--- src/rtl/rvx_pkg.sv ---
// rvx_pkg: shared types, status codes and opcode constants for the RV32I execute core.
// No dependencies; imported by every module in rtl/.
package rvx_pkg;

   localparam int DMEM_BYTES_DEF = 65536;
   localparam logic [31:0] CONSOLE_RESET = 32'h0000_5000;

   // RV32I major opcodes
   localparam logic [6:0] OP_LUI    = 7'h37;
   localparam logic [6:0] OP_AUIPC  = 7'h17;
   localparam logic [6:0] OP_JAL    = 7'h6f;
   localparam logic [6:0] OP_JALR   = 7'h67;
   localparam logic [6:0] OP_BRANCH = 7'h63;
   localparam logic [6:0] OP_LOAD   = 7'h03;
   localparam logic [6:0] OP_STORE  = 7'h23;
   localparam logic [6:0] OP_IMM    = 7'h13;
   localparam logic [6:0] OP_REG    = 7'h33;
   localparam logic [6:0] OP_SYSTEM = 7'h73;

   localparam logic [6:0] F7_BASE = 7'h00;
   localparam logic [6:0] F7_ALT  = 7'h20;

   // funct3 codes used by more than one place
   localparam logic [2:0] F3_B  = 3'd0;
   localparam logic [2:0] F3_H  = 3'd1;
   localparam logic [2:0] F3_W  = 3'd2;
   localparam logic [2:0] F3_BU = 3'd4;
   localparam logic [2:0] F3_HU = 3'd5;

   // CSR register map
   localparam logic [2:0] CSR_CONSOLE = 3'd0;

   typedef enum logic [2:0] {
      ST_OK       = 3'd0,
      ST_EBREAK   = 3'd1,
      ST_ILLEGAL  = 3'd2,
      ST_RANGE    = 3'd3,
      ST_MISALIGN = 3'd4
   } status_type;

   typedef struct packed {
      logic        mode;
      logic [31:0] instruction;
      logic [15:0] preload_address;
      logic [31:0] preload_word;
   } req_type;

   typedef struct packed {
      logic [2:0]  status;
      logic [19:0] fetch_address;
      logic        reg_write_valid;
      logic [4:0]  reg_write_index;
      logic [31:0] reg_write_value;
      logic        console_valid;
      logic [7:0]  console_char;
   } rsp_type;

   // outcome of executing one item
   typedef struct packed {
      status_type  status;
      logic        pc_we;
      logic [31:0] npc;
      logic        halt_we;
      logic        wr_en;
      logic [31:0] wr_val;
      logic        con_v;
      logic [7:0]  con_c;
      logic        mem_rd;
      logic        mem_wr;
      logic [31:0] mem_addr;
      logic [1:0]  mem_size_m1;
      logic [31:0] mem_wdata;
   } exec_res_type;

   // data memory request
   typedef struct packed {
      logic        rd;
      logic        wr;
      logic [1:0]  size_m1;
      logic [31:0] wdata;
   } dmem_req_type;

endpackage

--- src/rtl/rvx_execute_top_dummy_never.sv ---
// stage: holds the item between acceptance and execution and drives its read addresses.
// Depends on rvx_pkg (req_type).
module rvx_execute_top_dummy_never
   import rvx_pkg::*;
(
   input  logic        clock,
   input  logic        reset,
   input  logic        load,
   input  logic        drain,
   input  req_type     din,
   output req_type     dout,
   output logic        valid,
   output logic [4:0]  rs1,
   output logic [4:0]  rs2
);

   logic    vld_ff;
   req_type item_ff;

   always_ff @(posedge clock) begin
      if (reset) begin
         vld_ff <= 1'b0;
      end else if (load) begin
         vld_ff <= 1'b1;
      end else if (drain) begin
         vld_ff <= 1'b0;
      end
   end

   always_ff @(posedge clock) begin
      if (load) item_ff <= din;
   end

   // register read address follows the item that executes next
   assign rs1   = load ? din.instruction[19:15] : item_ff.instruction[19:15];
   assign rs2   = load ? din.instruction[24:20] : item_ff.instruction[24:20];
   assign dout  = item_ff;
   assign valid = vld_ff;

endmodule

--- config.mk ---
export PLATFORM = sky130hd
export DESIGN_NAME = rvx_execute_top_dummy_never
export DESIGN_NICKNAME = d
export VERILOG_FILES = /design/src/rtl/rvx_pkg.sv /design/src/rtl/rvx_execute_top_dummy_never.sv
export SDC_FILE = /design/constraint.sdc
export NUM_CORES = 1
export LEC_CHECK = 0
export CAP_MARGIN = 25
export CORE_ASPECT_RATIO = 0.6
export CORE_MARGIN = 2
export CORE_UTILIZATION = 35
export DETAILED_ROUTE_END_ITERATION = 8
export DONT_BUFFER_PORTS = 1
export RECOVER_POWER = 100
export SLEW_MARGIN = 0
export SYNTH_ARGS = -nofsm -noshare
export SYNTH_HDL_FRONTEND = slang
export SYNTH_SLANG_ARGS = --single-unit
--- constraint.sdc ---
create_clock -name clock -period 0.8 [get_ports clock]
set_input_delay 0.04 -clock clock [delete_from_list [all_inputs] [get_ports clock]]
set_output_delay 0.04 -clock clock [all_outputs]
set_load 0.05 [all_outputs]
-- After elaboration in Yosys (flattened, before gate mapping)
Index checks and enable logic that the tools add are counted.
Widths: inputs -> output; s select.
- multiplexer cells: 4
- reduce and logical (&&, ||, !) cells: 1
- operators with widths (kind ; count):
    $mux 5 ; 2
    $mux 1 ; 2
    $reduce_bool 2->1 ; 1
- output and inout bits: 92
- logic and storage cells: 10
- flip-flop bits (word level): 82
- input bits: 85

-- Longest topological paths before layout
- depth after elaboration: 2
- mapped depth: 3
- mapped depth without buffers: 2

-- Worst setup path after synthesis
No wires, ideal clock.
- path kind: reg-to-output
- start point: register item_ff, in the netlist dout[70]
- end point: output rs2[2]
- setup slack: -297 ps
- cell stages (with the launch flop): 2
- buffers on the path: 0
- data arrival time: 1057 ps
- required time: 760 ps
- cell sequence: edfxtp_1 > mux2_2
- word-level cells in the longest chain between the ends: 1
- ends and longest elaborated chain (item ; line ; text):
    start, declared ; rvx_execute_top_dummy_never.sv:18 ; req_type item_ff;
    start signal, assigned ; rvx_execute_top_dummy_never.sv:31 ; if (load) item_ff <= din;
    $mux 5 ; rvx_execute_top_dummy_never.sv:36 ; assign rs2 = load ? din.instruction[24:20] : item_ff.instruction[24:20];
    end, declared ; rvx_execute_top_dummy_never.sv:14 ; output logic [4:0] rs2
No other way between the ends.

-- Worst setup path in the final report
- start point: register item_ff, in the netlist dout[69]
- end point: output rs2[1]
Same word-level chain as after synthesis.

==> metrics.txt <==
status=finished, violations left; failing checks=hold timing, setup timing; Post-Syn Nets=181; placed cell area=3940 um^2; Final #Nets=364; YS warnings=0; clock latency on the worst-skew pair=320 ps; Final Hold Fails=81; worst slew pin tran=170 ps; initial core utilization=0.361; via count of the first global-routing pass=1833; Routed WL=7180 um; H-tree depth=3; fin util=0.721; Power Total=11.9 mW; n_diodes=0; max-slew violations=0; pin count of the biggest net entering global routing=93; Longest Clk Path Bufs=2; num ports=177; P per Cell Area=2260 nW/um^2; period utilization=1.44; worst setup path class=reg2out; sequential share of the synthesized area=0.934; Core ar.=7270 um^2; CP cell instances=mux2_4; most common cell after layout, fill and taps aside=dlygate4sd3_1; DP Wirelength=4130 um; Die ar.=8230 um^2; Clock Tree Root=clkbuf_16; initial antenna violation count=0; delay-heaviest family, CP=flip-flops; synthesized instance count=96; final RePlAce weighted congestion=0.744; WL/cell=18.5 um; max cap viols=0; final hold slack=-175 ps; fin worst setup slack=-350 ps; Clock Skews=0 ps; element type at the critical path start=register; first drt pass iteration count=4; peak supply drop=1.06 mV; sequential cell area=2450 um^2; Highest Clock Rate=0.870 GHz; mapped cell area=2630 um^2; CTS tree=done; Post-CTS Hold Fix Bufs=84; area of the multi-input gates=161 um^2; fraction of layout cells with a size suffix above 1=0.394; Bufs and invs on worst path=0; CP max-delay cell=edfxtp_1; placed cells=281; Placement Setup Slack=-10.6 ps; synthesis-stage register bit count=82; commonest cells after routing, fill and taps aside=84 x dlygate4sd3_1, 81 x edfxtp_1, 46 x buf_12; Antenna Nets Post-Route=0; CP endpoint kind=output port; first-pass GRT wire length=10200 um; synth unique cells=8; Pleak=2.05 nW; DR vias/cell=4.31; Relative slew margins=0.887; Buffers on Ports=0; Fillers=450; Die Y-Extent=71.1 um; # rows=24; DRC viols=0; fin crit period=1150 ps; Die W=116 um; Final Instance Count excl. Fillers=388; Sink Count=82; Crit Path Max Fanout=2; Final Setup Violations=92; Num CTS Buffers=9; GRT Util Overall=0.177; Vias=1674; Setup TNS Final=-15490 ps; synthesis-to-finish area growth=99.7%; Detailed Route Iter0 Violations=116; Avg Cell Area, Syn=27.3 um^2; CP peak stage delay=410 ps; Worst EP arrival=1110 ps; WP data required=760 ps; clock-pin slew on the worst setup and hold paths=60 ps; RSZ-0062 raised after global routing=true; post-layout instance area=5240 um^2; HP Class=in2reg; aggregate global routing overflow=0
-- kinds of logic (layout without fill, tap and decap cells) --
| logic type | count (synthesis) | count (layout) | share of synthesized area |
|---|---|---|---|
| AOI/OAI and AO/OA | 1 | 1 | 0.00190 |
| muxes | 10 | 10 | 0.0558 |
| DFF | 82 | 82 | 0.934 |
| buffers and inverters | 2 | 190 | 0.00572 |
| and+or+nand+nor | 1 | 1 | 0.00238 |
-- area by class of cell --
type | instances | share of cell area
tap | 104 | 0.0248
clock buffer | 11 | 0.0444
timing repair buffer | 173 | 0.426
clock inverter | 5 | 0.00597
multi-input combinational | 12 | 0.0308
sequential | 82 | 0.468
inverter | 1 | 0.000716
-- where the power goes --
part	switching, mW	internal [mW]	total (mW)
sequential	0.240	5.12	5.36
combinational	1.59	1.33	2.92
clock	1.50	2.08	3.58
-- synth_stat cells --
master	count	share of area
inv_1	1	0.0014
buf_6	1	0.0043
mux2_2	1	0.0043
a21oi_1	1	0.0019
edfxtp_1	81	0.93
nand2b_1	1	0.0024
mux2_4	9	0.051
dfxtp_1	1	0.0076
-- what timing repair did --
| action | in CTS | in global routing |
|---|---|---|
| gates resized for setup | 30 | 9 |
| hold endpoints to repair | 163 | 81 |
| cloned | 0 | 0 |
| pin swaps | 0 | 0 |
| endpoints found under the setup margin | 92 | 92 |
| setup buffers | 2 | 5 |
-- registers in the layout, summed over array words and instances, names as in the netlist --
name,flops
valid,1
dout,81
-- worst paths after layout --
kind,start,end,slack (ps),cells past startpoint
hold reg to reg,valid,valid,520,2
hold / removal,load,dout[18],-180,0
setup / recovery,dout[69],rs2[1],-350,1
setup reg to reg,valid,valid,150,2
-- routing by layer --
layer	wire, um	part of all wire	up-vias	global-route usage
met2	3570	0.50	115	0.300
met1	2470	0.34	798	0.176
li1	-	-	751	-
met4	82	0.011	0	0.0556
met5	0	0	-	0
met3	1060	0.15	10	0.121
No activity file was read; power rests on OpenSTA's default activity.
