## src/rtl/rvx_pkg.sv

```systemverilog
// rvx_pkg: shared types, status codes and opcode constants for the RV32I execute core.
// No dependencies; imported by every module in rtl/.
package rvx_pkg;

   localparam int DMEM_BYTES_DEF = 65536;
   localparam logic [31:0] CONSOLE_RESET = 32'h0000_5000;

   // RV32I major opcodes
   localparam logic [6:0] OP_LUI    = 7'h37;
   localparam logic [6:0] OP_AUIPC  = 7'h17;
   localparam logic [6:0] OP_JAL    = 7'h6f;
   localparam logic [6:0] OP_JALR   = 7'h67;
   localparam logic [6:0] OP_BRANCH = 7'h63;
   localparam logic [6:0] OP_LOAD   = 7'h03;
   localparam logic [6:0] OP_STORE  = 7'h23;
   localparam logic [6:0] OP_IMM    = 7'h13;
   localparam logic [6:0] OP_REG    = 7'h33;
   localparam logic [6:0] OP_SYSTEM = 7'h73;

   localparam logic [6:0] F7_BASE = 7'h00;
   localparam logic [6:0] F7_ALT  = 7'h20;

   // funct3 codes used by more than one place
   localparam logic [2:0] F3_B  = 3'd0;
   localparam logic [2:0] F3_H  = 3'd1;
   localparam logic [2:0] F3_W  = 3'd2;
   localparam logic [2:0] F3_BU = 3'd4;
   localparam logic [2:0] F3_HU = 3'd5;

   // CSR register map
   localparam logic [2:0] CSR_CONSOLE = 3'd0;

   typedef enum logic [2:0] {
      ST_OK       = 3'd0,
      ST_EBREAK   = 3'd1,
      ST_ILLEGAL  = 3'd2,
      ST_RANGE    = 3'd3,
      ST_MISALIGN = 3'd4
   } status_type;

   typedef struct packed {
      logic        mode;
      logic [31:0] instruction;
      logic [15:0] preload_address;
      logic [31:0] preload_word;
   } req_type;

   typedef struct packed {
      logic [2:0]  status;
      logic [19:0] fetch_address;
      logic        reg_write_valid;
      logic [4:0]  reg_write_index;
      logic [31:0] reg_write_value;
      logic        console_valid;
      logic [7:0]  console_char;
   } rsp_type;

   // outcome of executing one item
   typedef struct packed {
      status_type  status;
      logic        pc_we;
      logic [31:0] npc;
      logic        halt_we;
      logic        wr_en;
      logic [31:0] wr_val;
      logic        con_v;
      logic [7:0]  con_c;
      logic        mem_rd;
      logic        mem_wr;
      logic [31:0] mem_addr;
      logic [1:0]  mem_size_m1;
      logic [31:0] mem_wdata;
   } exec_res_type;

   // data memory request
   typedef struct packed {
      logic        rd;
      logic        wr;
      logic [1:0]  size_m1;
      logic [31:0] wdata;
   } dmem_req_type;

endpackage

```

## src/rtl/rvx_exec.sv

```systemverilog
// rvx_exec: combinational decode and execute of one item (ALU, branch, address, range).
// Depends on rvx_pkg (req_type, exec_res_type, status_type, opcode constants).
module rvx_exec
   import rvx_pkg::*;
#(
   parameter int DMEM_BYTES = DMEM_BYTES_DEF
)(
   input  req_type      item,
   input  logic [31:0]  a,
   input  logic [31:0]  b,
   input  logic [31:0]  pc,
   input  status_type   halt,
   input  logic [31:0]  console,
   output exec_res_type res
);

   logic [31:0] w, ii, is, ib, ij, op2, ad, alu, pre_a;
   logic [6:0]  op, f7;
   logic [2:0]  f3;
   logic [4:0]  sh;
   logic        ok, rng, brk, take, alt, inr;
   logic [32:0] last;

   always_comb begin
      w   = item.instruction;
      op  = w[6:0];
      f3  = w[14:12];
      f7  = w[31:25];
      ii  = {{20{w[31]}}, w[31:20]};
      is  = {{20{w[31]}}, w[31:25], w[11:7]};
      ib  = {{20{w[31]}}, w[7], w[30:25], w[11:8], 1'b0};
      ij  = {{12{w[31]}}, w[19:12], w[20], w[30:21], 1'b0};
      op2 = (op == OP_REG) ? b : ii;
      sh  = op2[4:0];
      alt = f7 == F7_ALT;
      ad  = a + ((op == OP_STORE) ? is : ii);
      pre_a = {16'b0, item.preload_address[15:2], 2'b00};

      res = '0;
      res.status = ST_OK;
      res.npc = pc;
      ok = 1'b1; rng = 1'b0; brk = 1'b0; take = 1'b0;
      alu = '0; last = '0; inr = 1'b0;

      // shared ALU for register and immediate forms
      case (f3)
         3'd0: alu = (op == OP_REG && alt) ? a - op2 : a + op2;
         3'd1: alu = a << sh;
         3'd2: alu = {31'b0, $signed(a) < $signed(op2)};
         3'd3: alu = {31'b0, a < op2};
         3'd4: alu = a ^ op2;
         3'd5: alu = alt ? 32'($signed(a) >>> sh) : a >> sh;
         3'd6: alu = a | op2;
         default: alu = a & op2;
      endcase

      if (item.mode) begin
         // preload: aligned word, dropped when it does not fit
         last = {1'b0, pre_a} + 33'd3;
         res.mem_wr = last < 33'(DMEM_BYTES);
         res.mem_addr = pre_a;
         res.mem_size_m1 = 2'd3;
         res.mem_wdata = item.preload_word;
      end else if (halt != ST_OK) begin
         res.status = halt;
      end else if (pc[1:0] != 2'b00) begin
         res.status = ST_MISALIGN;
         res.halt_we = 1'b1;
      end else begin
         res.npc = pc + 32'd4;
         unique case (op)
            OP_LUI: begin
               res.wr_en = 1'b1; res.wr_val = {w[31:12], 12'b0};
            end
            OP_AUIPC: begin
               res.wr_en = 1'b1; res.wr_val = pc + {w[31:12], 12'b0};
            end
            OP_JAL: begin
               res.wr_en = 1'b1; res.wr_val = pc + 32'd4; res.npc = pc + ij;
            end
            OP_JALR: begin
               res.wr_en = 1'b1; res.wr_val = pc + 32'd4;
               res.npc = (a + ii) & ~32'd1;
            end
            OP_BRANCH: begin
               case (f3)
                  3'd0: take = a == b;
                  3'd1: take = a != b;
                  3'd4: take = $signed(a) < $signed(b);
                  3'd5: take = !($signed(a) < $signed(b));
                  3'd6: take = a < b;
                  3'd7: take = a >= b;
                  default: ok = 1'b0;
               endcase
               if (take) res.npc = pc + ib;
            end
            OP_LOAD: begin
               case (f3) inside
                  F3_B, F3_BU: res.mem_size_m1 = 2'd0;
                  F3_H, F3_HU: res.mem_size_m1 = 2'd1;
                  F3_W:        res.mem_size_m1 = 2'd3;
                  default:     ok = 1'b0;
               endcase
               res.mem_rd = 1'b1;
            end
            OP_STORE: begin
               case (f3) inside
                  F3_B:    res.mem_size_m1 = 2'd0;
                  F3_H:    res.mem_size_m1 = 2'd1;
                  F3_W:    res.mem_size_m1 = 2'd3;
                  default: ok = 1'b0;
               endcase
               res.mem_wr = 1'b1;
               res.mem_wdata = b;
               res.con_v = ad == console;
               res.con_c = b[7:0];
            end
            OP_IMM, OP_REG: begin
               res.wr_en = 1'b1;
               res.wr_val = alu;
               if (f3 == 3'd5 && f7 != F7_BASE && !alt) ok = 1'b0;
               if (op == OP_REG && f3 == 3'd0 && f7 != F7_BASE && !alt) ok = 1'b0;
            end
            OP_SYSTEM: brk = 1'b1;
            default: ok = 1'b0;
         endcase

         // data access range: last byte must lie inside the memory
         res.mem_addr = ad;
         last = {1'b0, ad} + {31'b0, res.mem_size_m1};
         inr  = last < 33'(DMEM_BYTES);
         rng  = (res.mem_rd || res.mem_wr) && !inr;

         if (!ok) begin
            res.status = ST_ILLEGAL;
         end else if (brk) begin
            res.status = ST_EBREAK;
         end else if (rng) begin
            res.status = ST_RANGE;
         end
         if (!ok || brk || rng) begin
            res.halt_we = ok;
            res.wr_en = 1'b0; res.mem_rd = 1'b0; res.mem_wr = 1'b0;
            res.con_v = 1'b0; res.con_c = '0;
            res.npc = pc;
         end else begin
            res.pc_we = 1'b1;
         end
         if (!res.con_v) res.con_c = '0;
      end
   end

endmodule

```

## config.mk

```make
export PLATFORM = sky130hd
export DESIGN_NAME = rvx_exec
export DESIGN_NICKNAME = d
export VERILOG_FILES = /design/src/rtl/rvx_pkg.sv /design/src/rtl/rvx_exec.sv
export SDC_FILE = /design/constraint.sdc
export NUM_CORES = 1
export LEC_CHECK = 0
export BUFFER_PORTS_ARGS = -buffer_cell sky130_fd_sc_hd__buf_2
export CORE_UTILIZATION = 25
export DETAILED_ROUTE_END_ITERATION = 7
export PLACE_DENSITY = 0.52
export SLEW_MARGIN = 10
export SYNTH_ARGS = -nofsm -noshare
export SYNTH_HDL_FRONTEND = slang
export SYNTH_SLANG_ARGS = --single-unit
```

## constraint.sdc

```tcl
create_clock -name vclk -period 10.7
set_input_delay 1.07 -clock vclk [all_inputs]
set_output_delay 1.07 -clock vclk [all_outputs]
set_load 0.005 [all_outputs]
```

# Word level (Yosys, flattened, before mapping)
# Cells that the tools add are included.
dict set report op_classes {
  mux 66
  magnitude_cmp 7
  reduce_logical 24
  n_addsub 10
  eq_ne 21
  shift 3
  n_bitwise 3
}
# cell n
set op_table {}
lappend op_table {{$pmux 32 s7} 1}
lappend op_table {{$add 32x32->32} 6}
lappend op_table {{$mux 32} 5}
lappend op_table {{$mux 144} 1}
lappend op_table {{$pmux 33 s4} 1}
lappend op_table {{$lt 32x32->1} 4}
lappend op_table {{$mux 110} 1}
lappend op_table {{$pmux 32 s3} 1}
lappend op_table {{$mux 80} 1}
lappend op_table {{$mux 67} 1}
lappend op_table {{$eq 32x32->1} 2}
lappend op_table {{$mux 11} 4}
lappend op_table {{$mux 34} 1}
lappend op_table {{$add 32x2->33} 1}
lappend op_table {{$lt 33x17->1 const B} 1}
lappend op_table {{$mux 33} 1}
lappend op_table {{$add 32x3->32 const B} 1}
lappend op_table {{$and 32x32->32} 1}
lappend op_table {{$ge 32x32->1} 1}
lappend op_table {{$ne 32x32->1} 1}
lappend op_table {{$or 32x32->32} 1}
lappend op_table {{$shl 32x5->32} 1}
lappend op_table {{$shr 32x5->32} 1}
lappend op_table {{$sshr 32x5->32} 1}
lappend op_table {{30 further kinds} 94}
dict set report totals {
  inputBits 212
  ff_bits 0
}

# Depth between registers and ports, before layout
# Gate-level depths: netlist of the first run.
dict set report depth {
  word_depth 21
  ltp_mapped 22
  depth_no_buf 18
}

# Worst setup path before layout of the first run
# OpenSTA, ideal clock, no wires.
dict set report synth_path {
  kind {input-to-output}
  startpoint {input item[53] (netlist bit)}
  endpoint {output res[100] (netlist bit)}
  t_required_ns 9.630
  t_arrival_ns 6.114
  path_buffers 5
  path_stages 21
  slack_ns 3.516
  cell_sequence {buf_4 clkinv_1 nor3_2 mux2_2 inv_1 clkbuf_1 buf_1 clkbuf_1 clkbuf_1 ha_1 a21o_1 a21o_1 nor3b_1 o21a_1 a221oi_1 o211ai_1 a31oi_1 o21bai_1 xnor2_1 or3_1 a21oi_1}
}
# element line_no
set synth_rtl {}
lappend synth_rtl {{start: declaration} rvx_exec.sv:8} ;# input req_type item,
lappend synth_rtl {{end: declaration} rvx_exec.sv:14} ;# output exec_res_type res

==> results of run 1 <==
## worst min-delay path, delay by kind of cell
kind | cells | cell delay, ps
AOI/OAI and AO/OA | 1 | 120
buffers and inverters | 2 | 170
## placed cells by master, fill, tap and decap left out, drive strengths merged, types with 77 or more instances in the layout
cell / n
a21o: 107
buf: 402
o21ai: 225
xnor2: 119
nor2: 256
mux2i: 83
ha: 220
nand2: 268
a21oi: 263
inv: 154
xor2: 77
## cells in the mapped netlist, drive strengths merged, types with 9 or more instances
| master | n |
|---|---|
| o211ai | 59 |
| nor2 | 256 |
| nor4 | 21 |
| nor3 | 66 |
| inv | 154 |
| nand3 | 65 |
| and2 | 28 |
| ha | 220 |
| nand2 | 268 |
| o21ai | 225 |
| nor2b | 39 |
| a211oi | 48 |
| nor3b | 9 |
| o31ai | 14 |
| o21a | 25 |
| mux2i | 83 |
| a221oi | 29 |
| mux2 | 51 |
| a21boi | 15 |
| o22a | 9 |
| a22o | 46 |
| a22oi | 19 |
| xor2 | 77 |
| xnor2 | 119 |
| o21bai | 34 |
| nand2b | 24 |
| and3 | 21 |
| o221ai | 20 |
| a21o | 107 |
| nand4 | 35 |
| clkbuf | 147 |
| mux4 | 39 |
| o22ai | 30 |
| or3 | 24 |
| a211o | 13 |
| a21oi | 263 |
| buf | 53 |
| a31oi | 37 |
## layer usage
layer / up-vias / part of all wire, %
met1: 12000 / 43
met5: - / 0.081
met2: 1475 / 43
li1: 11300 / -
met4: 14 / 4.4
met3: 221 / 10
## worst max path at each step
stage / from / end / cells past startpoint / slack, ps
2_1_floorplan: item[53] / res[100] / 21 / 3520
3_3_place_gp: item[50] / res[106] / 19 / 2070
3_5_place_dp: item[50] / res[106] / 19 / 2040
4_1_cts: item[50] / res[106] / 19 / 2030
5_1_grt: item[50] / res[117] / 21 / 1640
6_report: item[50] / res[106] / 19 / 1820
## cells by family after synthesis
kind of cell    Yosys count  synth area share (%)
mux                     173                  11.9
compound gates         1073                  36.0
buf+inv                 356                  7.14
simple gates            889                  21.4
xor+xnor                197                  8.84
fa+ha+maj               227                  14.7
## metrics by stage
step | util [%] | hold slack, ps | setup slack (ps) | instance area (µm²)
CTS | 28.7 | 2430 | 2030 | 22300
global placement | 28.7 | 2420 | 2070 | 22300
global route | 28.7 | 2440 | 1640 | 22300
floorplan | - | 2210 | 3520 | 19700
finish | 28.7 | 2430 | 1820 | 22300
detailed placement | 28.7 | 2430 | 2040 | 22300
## area by class of cell
type | instances | area (µm²) | area share [%]
multi-input cells | 2559 | 18300 | 82.0
repair buffers | 402 | 2120 | 9.51
well taps | 1040 | 1300 | 5.82
inverters | 156 | 586 | 2.62
diodes | 5 | 12.5 | 0.0560
## power by group
group	internal [mW]	switching (mW)
clock	0.0000000378	0
combinational	0.449	0.828
sequential	0	0
==> results_dict.tcl, run 1 <==
set metrics [dict create \
    most_crowded_layer_after_global_routing "met2" \
    wire_per_inst_um 27.0 \
    synth_cells 2915 \
    seq_area_um2 0 \
    p_total_mw 1.28 \
    rsz0062_at_grt "no" \
    synthTopCellsByArea "ha_1 14%, a21oi_1 6.7%, o21ai_0 5.7%" \
    setup_violations 0 \
    ys.warnings.count 0 \
    setup.worst_path.start_class "input pin" \
    weighted_congestion_at_the_end_of_routability_driven_global_placement 1.04 \
    overflow 0 \
    vias_per_cell 5.99 \
    initial_core_util_pct 25.3 \
    final_layout_size_suffix_gt1_share_pct 17.1 \
    synth_top_area_cell "ha_1" \
    ffs_latches 0 \
    std_cell_rows 102 \
    met3_usage_pct 5.21 \
    status "completed" \
    critPathArrivalTime_ps 7810 \
    route.detailed.drc 0 \
    dp_hpwl_um 90900 \
    totalWireLength_um 112000 \
    top_level_ports 359 \
    crit_path_frequent_cell "a21o_1" \
    crit_required_ps 9630 \
    final-instance-count-excl-fill 4162 \
    routed-via-count 24900 \
    gr-usage-met2_pct 41.0 \
    final.clkbuf_count 0 \
    min_delay_worst_endpoint "res[23]" \
    slew-limit-headroom_pct 20.0 \
    area_growth_syn_to_layout_pct 13.5 \
    worst-path-buf-inv 3 \
    dieArea_um2 79800 \
    port_buffers 357 \
    grt_antenna_before_repair 11 \
    timing.final.crit_share_pct 83.0 \
    number_of_optimization_iterations_in_the_first_detailed_route_pass 7 \
    grt_pass1_wl_um 157000 \
    core_area_um2 77700 \
    fin_crit_ps 8880 \
    avgSynthCellArea_um2 6.75 \
    critical_path_cell_with_the_highest_stage_delay "o31ai_1" \
    grt_start_max_net_pins 69 \
    hold_path_startpoint "item[23]" \
    drt_iter0_markers 3098 \
    detail-route-antenna-nets 0 \
    cp_cell_sequence "buf_2, nand4bb_1, nor3_4, mux2_2, inv_2, ha_1, a21o_1, a21o_1, a21o_1, nor3b_1, o21a_1, a221oi_1, o211ai_1, nand3b_1, a31oi_1, a211oi_1, xnor2_1, o31ai_1, buf_2" \
    die-height_um 283 \
    worst_ir_drop_vdd_uv 19.0 \
    cts.repair_timing.setup_buffer_count 0 \
    number_of_hold_violations_in_the_final_report 0 \
    yosysSeqAreaShare_pct 0 \
    ctsHoldBuffers 0 \
    path_type_of_the_worst_setup_path "input pin to output pin" \
    maxCapViolCount 0 \
    syn-cell-area_um2 19700 \
    leakage_power_of_the_design_nw 9.86 \
    use_met1_pct 36.6 \
    dpl.cell_count 4157 \
    worst_hold_path.num_cells 3 \
    powerDensity_nw_per_um2 57.1 \
    critical_path.max_fanout 27 \
    first_global_vias 22300 \
    chipWidth_um 283 \
    mappedNetlistNets 3354 \
    worst-slew-pin-transition_ps 1180 \
    synth.top_cell.area_share_pct 14.0 \
    timing_max_transition_violations_final 0 \
    fillCellCount 8638 \
    stage_delay_of_the_slowest_cell_on_the_critical_path_ps 850 \
    gates_resized_cts_repair 0 \
    num-nets-final 3558 \
    timing.critical_path.to_type "output pin" \
    global_route.usage.total_pct 26.7 \
    netlist-cell-type-count 93 \
    worstHoldPathType "input pin to output pin" \
    timing.setup.tns_ps 0 \
    clock.fmax_mhz 113 \
    worst_path_dominant_cell_family "compound AO/OA/AOI/OAI gates" \
]
No activity file was read; power rests on OpenSTA's default activity.
==> inputs of run 2 (changes only) <==
- ABC_AREA: default -> 1
- clock period: 10.7 -> 8.2 ns (I/O delays scaled with it)
==> run 2 against run 1 <==
Compared with the run above: worst setup slack lost 1000 ps; first-iteration DRC count grew 24%; global-route usage grew 4.4 points; flip-flop and latch count is the same; critical path depth grew 3; via count grew 23%; synthesized area grew 7.0%; power grew 35%; cell count grew 32%; hold slack lost 530 ps; non-clock buffer count grew 6.
==> results_dict.tcl, run 2 <==
set metrics [dict create \
    worst-slew-pin-transition_ps 1230 \
    synthTopCellsByArea "nand2_1 22%, ha_1 13%, o21ai_0 10%" \
    synth_top_area_cell "nand2_1" \
    grt_pass1_wl_um 195000 \
    worst_ir_drop_vdd_uv 30.9 \
    global_route.usage.total_pct 31.1 \
    area_growth_syn_to_layout_pct 13.8 \
    first_global_vias 27400 \
    setup_violations 0 \
    number_of_hold_violations_in_the_final_report 0 \
    chipWidth_um 292 \
    critical_path.max_fanout 21 \
    core_area_um2 83400 \
    grt_start_max_net_pins 78 \
    worstHoldPathType "input pin to output pin" \
    timing.critical_path.to "res[108]" \
    vias_per_cell 5.58 \
    dieArea_um2 85300 \
    num-nets-final 4848 \
    port_buffers 357 \
    cts.repair_timing.setup_buffer_count 0 \
    yosysSeqAreaShare_pct 0 \
    gates_resized_cts_repair 0 \
    leakage_power_of_the_design_nw 12.5 \
    most-common-layout-cells "1,231 x nand2_1, 537 x inv_1, 431 x o21ai_0, 391 x nor2_1, 357 x buf_2" \
    ctsHoldBuffers 0 \
    dp_hpwl_um 116000 \
    die-height_um 292 \
    mappedNetlistNets 4604 \
    syn-cell-area_um2 21000 \
    timing.setup.tns_ps 0 \
    totalWireLength_um 139000 \
    timing.final.crit_share_pct 90.1 \
    ys.warnings.count 0 \
    fin_crit_ps 7390 \
    wire_per_inst_um 25.4 \
    synthTopCellsByCount "1,231 x nand2_1, 538 x inv_1, 433 x o21ai_0" \
    maxCapViolCount 0 \
    crit_path_start "item[52]" \
    avgSynthCellArea_um2 5.05 \
    setup.worst_path.start_class "input pin" \
    number_of_optimization_iterations_in_the_first_detailed_route_pass 6 \
    weighted_congestion_at_the_end_of_routability_driven_global_placement 1.04 \
    detail-route-antenna-nets 0 \
    routed-via-count 30600 \
    rsz0062_at_grt "no" \
    slew-limit-headroom_pct 17.4 \
    path_type_of_the_worst_setup_path "input pin to output pin" \
    seq_area_um2 0 \
    ffs_latches 0 \
    powerDensity_nw_per_um2 71.9 \
    synth_cells 4165 \
    crit_required_ps 7380 \
    drt_iter0_markers 3843 \
    route.detailed.drc 0 \
    initial_core_util_pct 25.2 \
    final_common_cell "nand2_1" \
    timing.critical_path.to_type "output pin" \
    clock.fmax_mhz 135 \
    timing_max_transition_violations_final 0 \
    overflow 0 \
    critPathArrivalTime_ps 6570 \
    synth_most_common_cell "nand2_1" \
    final.clkbuf_count 0 \
    netlist-cell-type-count 56 \
    top_level_ports 359 \
    final_layout_size_suffix_gt1_share_pct 12.0 \
    status "completed" \
    std_cell_rows 106 \
    grt_antenna_before_repair 9 \
    synth.top_cell.area_share_pct 22.0 \
    hold-worst-slack_ps 1910 \
]
==> run 2: cell count changes in the layout (fill, tap and decap cells not counted), sizes merged, moves of 90 or more <==
| cell | delta |
|---|---|
| nand2 | +986 |
| inv | +394 |
| o21ai | +224 |
| nand3 | +168 |
| nor2 | +165 |
| a21o | -96 |
| xnor2 | -90 |
==> run 2: critical path: stages <==
cell and delay, ps:
buf_2 190, nand2_1 120, nor2_1 170, nand3_2 430, nand2_1 730, o21ai_0 530
ha_1 640, inv_1 100, a21oi_1 240, a21boi_0 340, o21ai_0 150, a221oi_1 260
nand2_1 260, nand2_1 140, nand3b_1 100, xor2_1 150, nand2_1 80, nand3_1 110
nand2_1 190, nand2_1 100, a21oi_1 470, buf_2 220
==> run 2: worst min path at each step <==
stage,slack (ps),to,depth (start not counted),startpoint
3_3_place_gp,1910,res[41],4,item[39]
6_report,1910,res[111],2,pc[0]
4_1_cts,1910,res[41],4,item[39]
2_1_floorplan,1720,res[111],1,pc[0]
5_1_grt,1910,res[111],2,pc[0]
3_5_place_dp,1910,res[41],4,item[39]
==> run 2: power breakdown <==
| part | total [mW] | internal [mW] | leakage [nW] | switching [mW] |
|---|---|---|---|---|
| clock | 0.0000000163 | 0.0000000163 | 0.00000634 | 0 |
| combinational | 1.72 | 0.489 | 12.5 | 1.23 |
| sequential | 0 | 0 | 0 | 0 |
==> run 2: area by class of cell <==
cell class	count	area, µm²
fillers	9852	59500
multi-input cells	3443	18300
inverters	556	2090
diodes	1	2.50
repair buffers	408	2170
well taps	1080	1350
==> run 2: kinds of logic after synthesis <==
logic type,count (synthesis),synth area share [%]
mux,17,0.808
xor+xnor,75,3.12
simple gates,2092,41.6
fa+ha+maj,227,13.7
compound gates,1032,27.7
buf+inv,722,13.1
==> run 2: metal layers <==
metal / GRT usage [%] / wire (µm)
met3: 3.51 / 11900
met5: 0 / 28
met2: 50.5 / 61700
met4: 11.5 / 6110
met1: 41.9 / 59600
==> run 2: metrics by stage <==
step	std cells	cell area, µm²	worst slack [ps]	utilization (%)	total power [mW]
floorplan	4165	21000	3190	-	1.02
global placement	5487	23900	1030	28.7	1.67
detailed placement	5487	23900	1020	28.7	1.66
CTS	5487	23900	1020	28.7	1.66
global route	5487	23900	482	28.7	1.85
finish	5488	23900	813	28.7	1.72
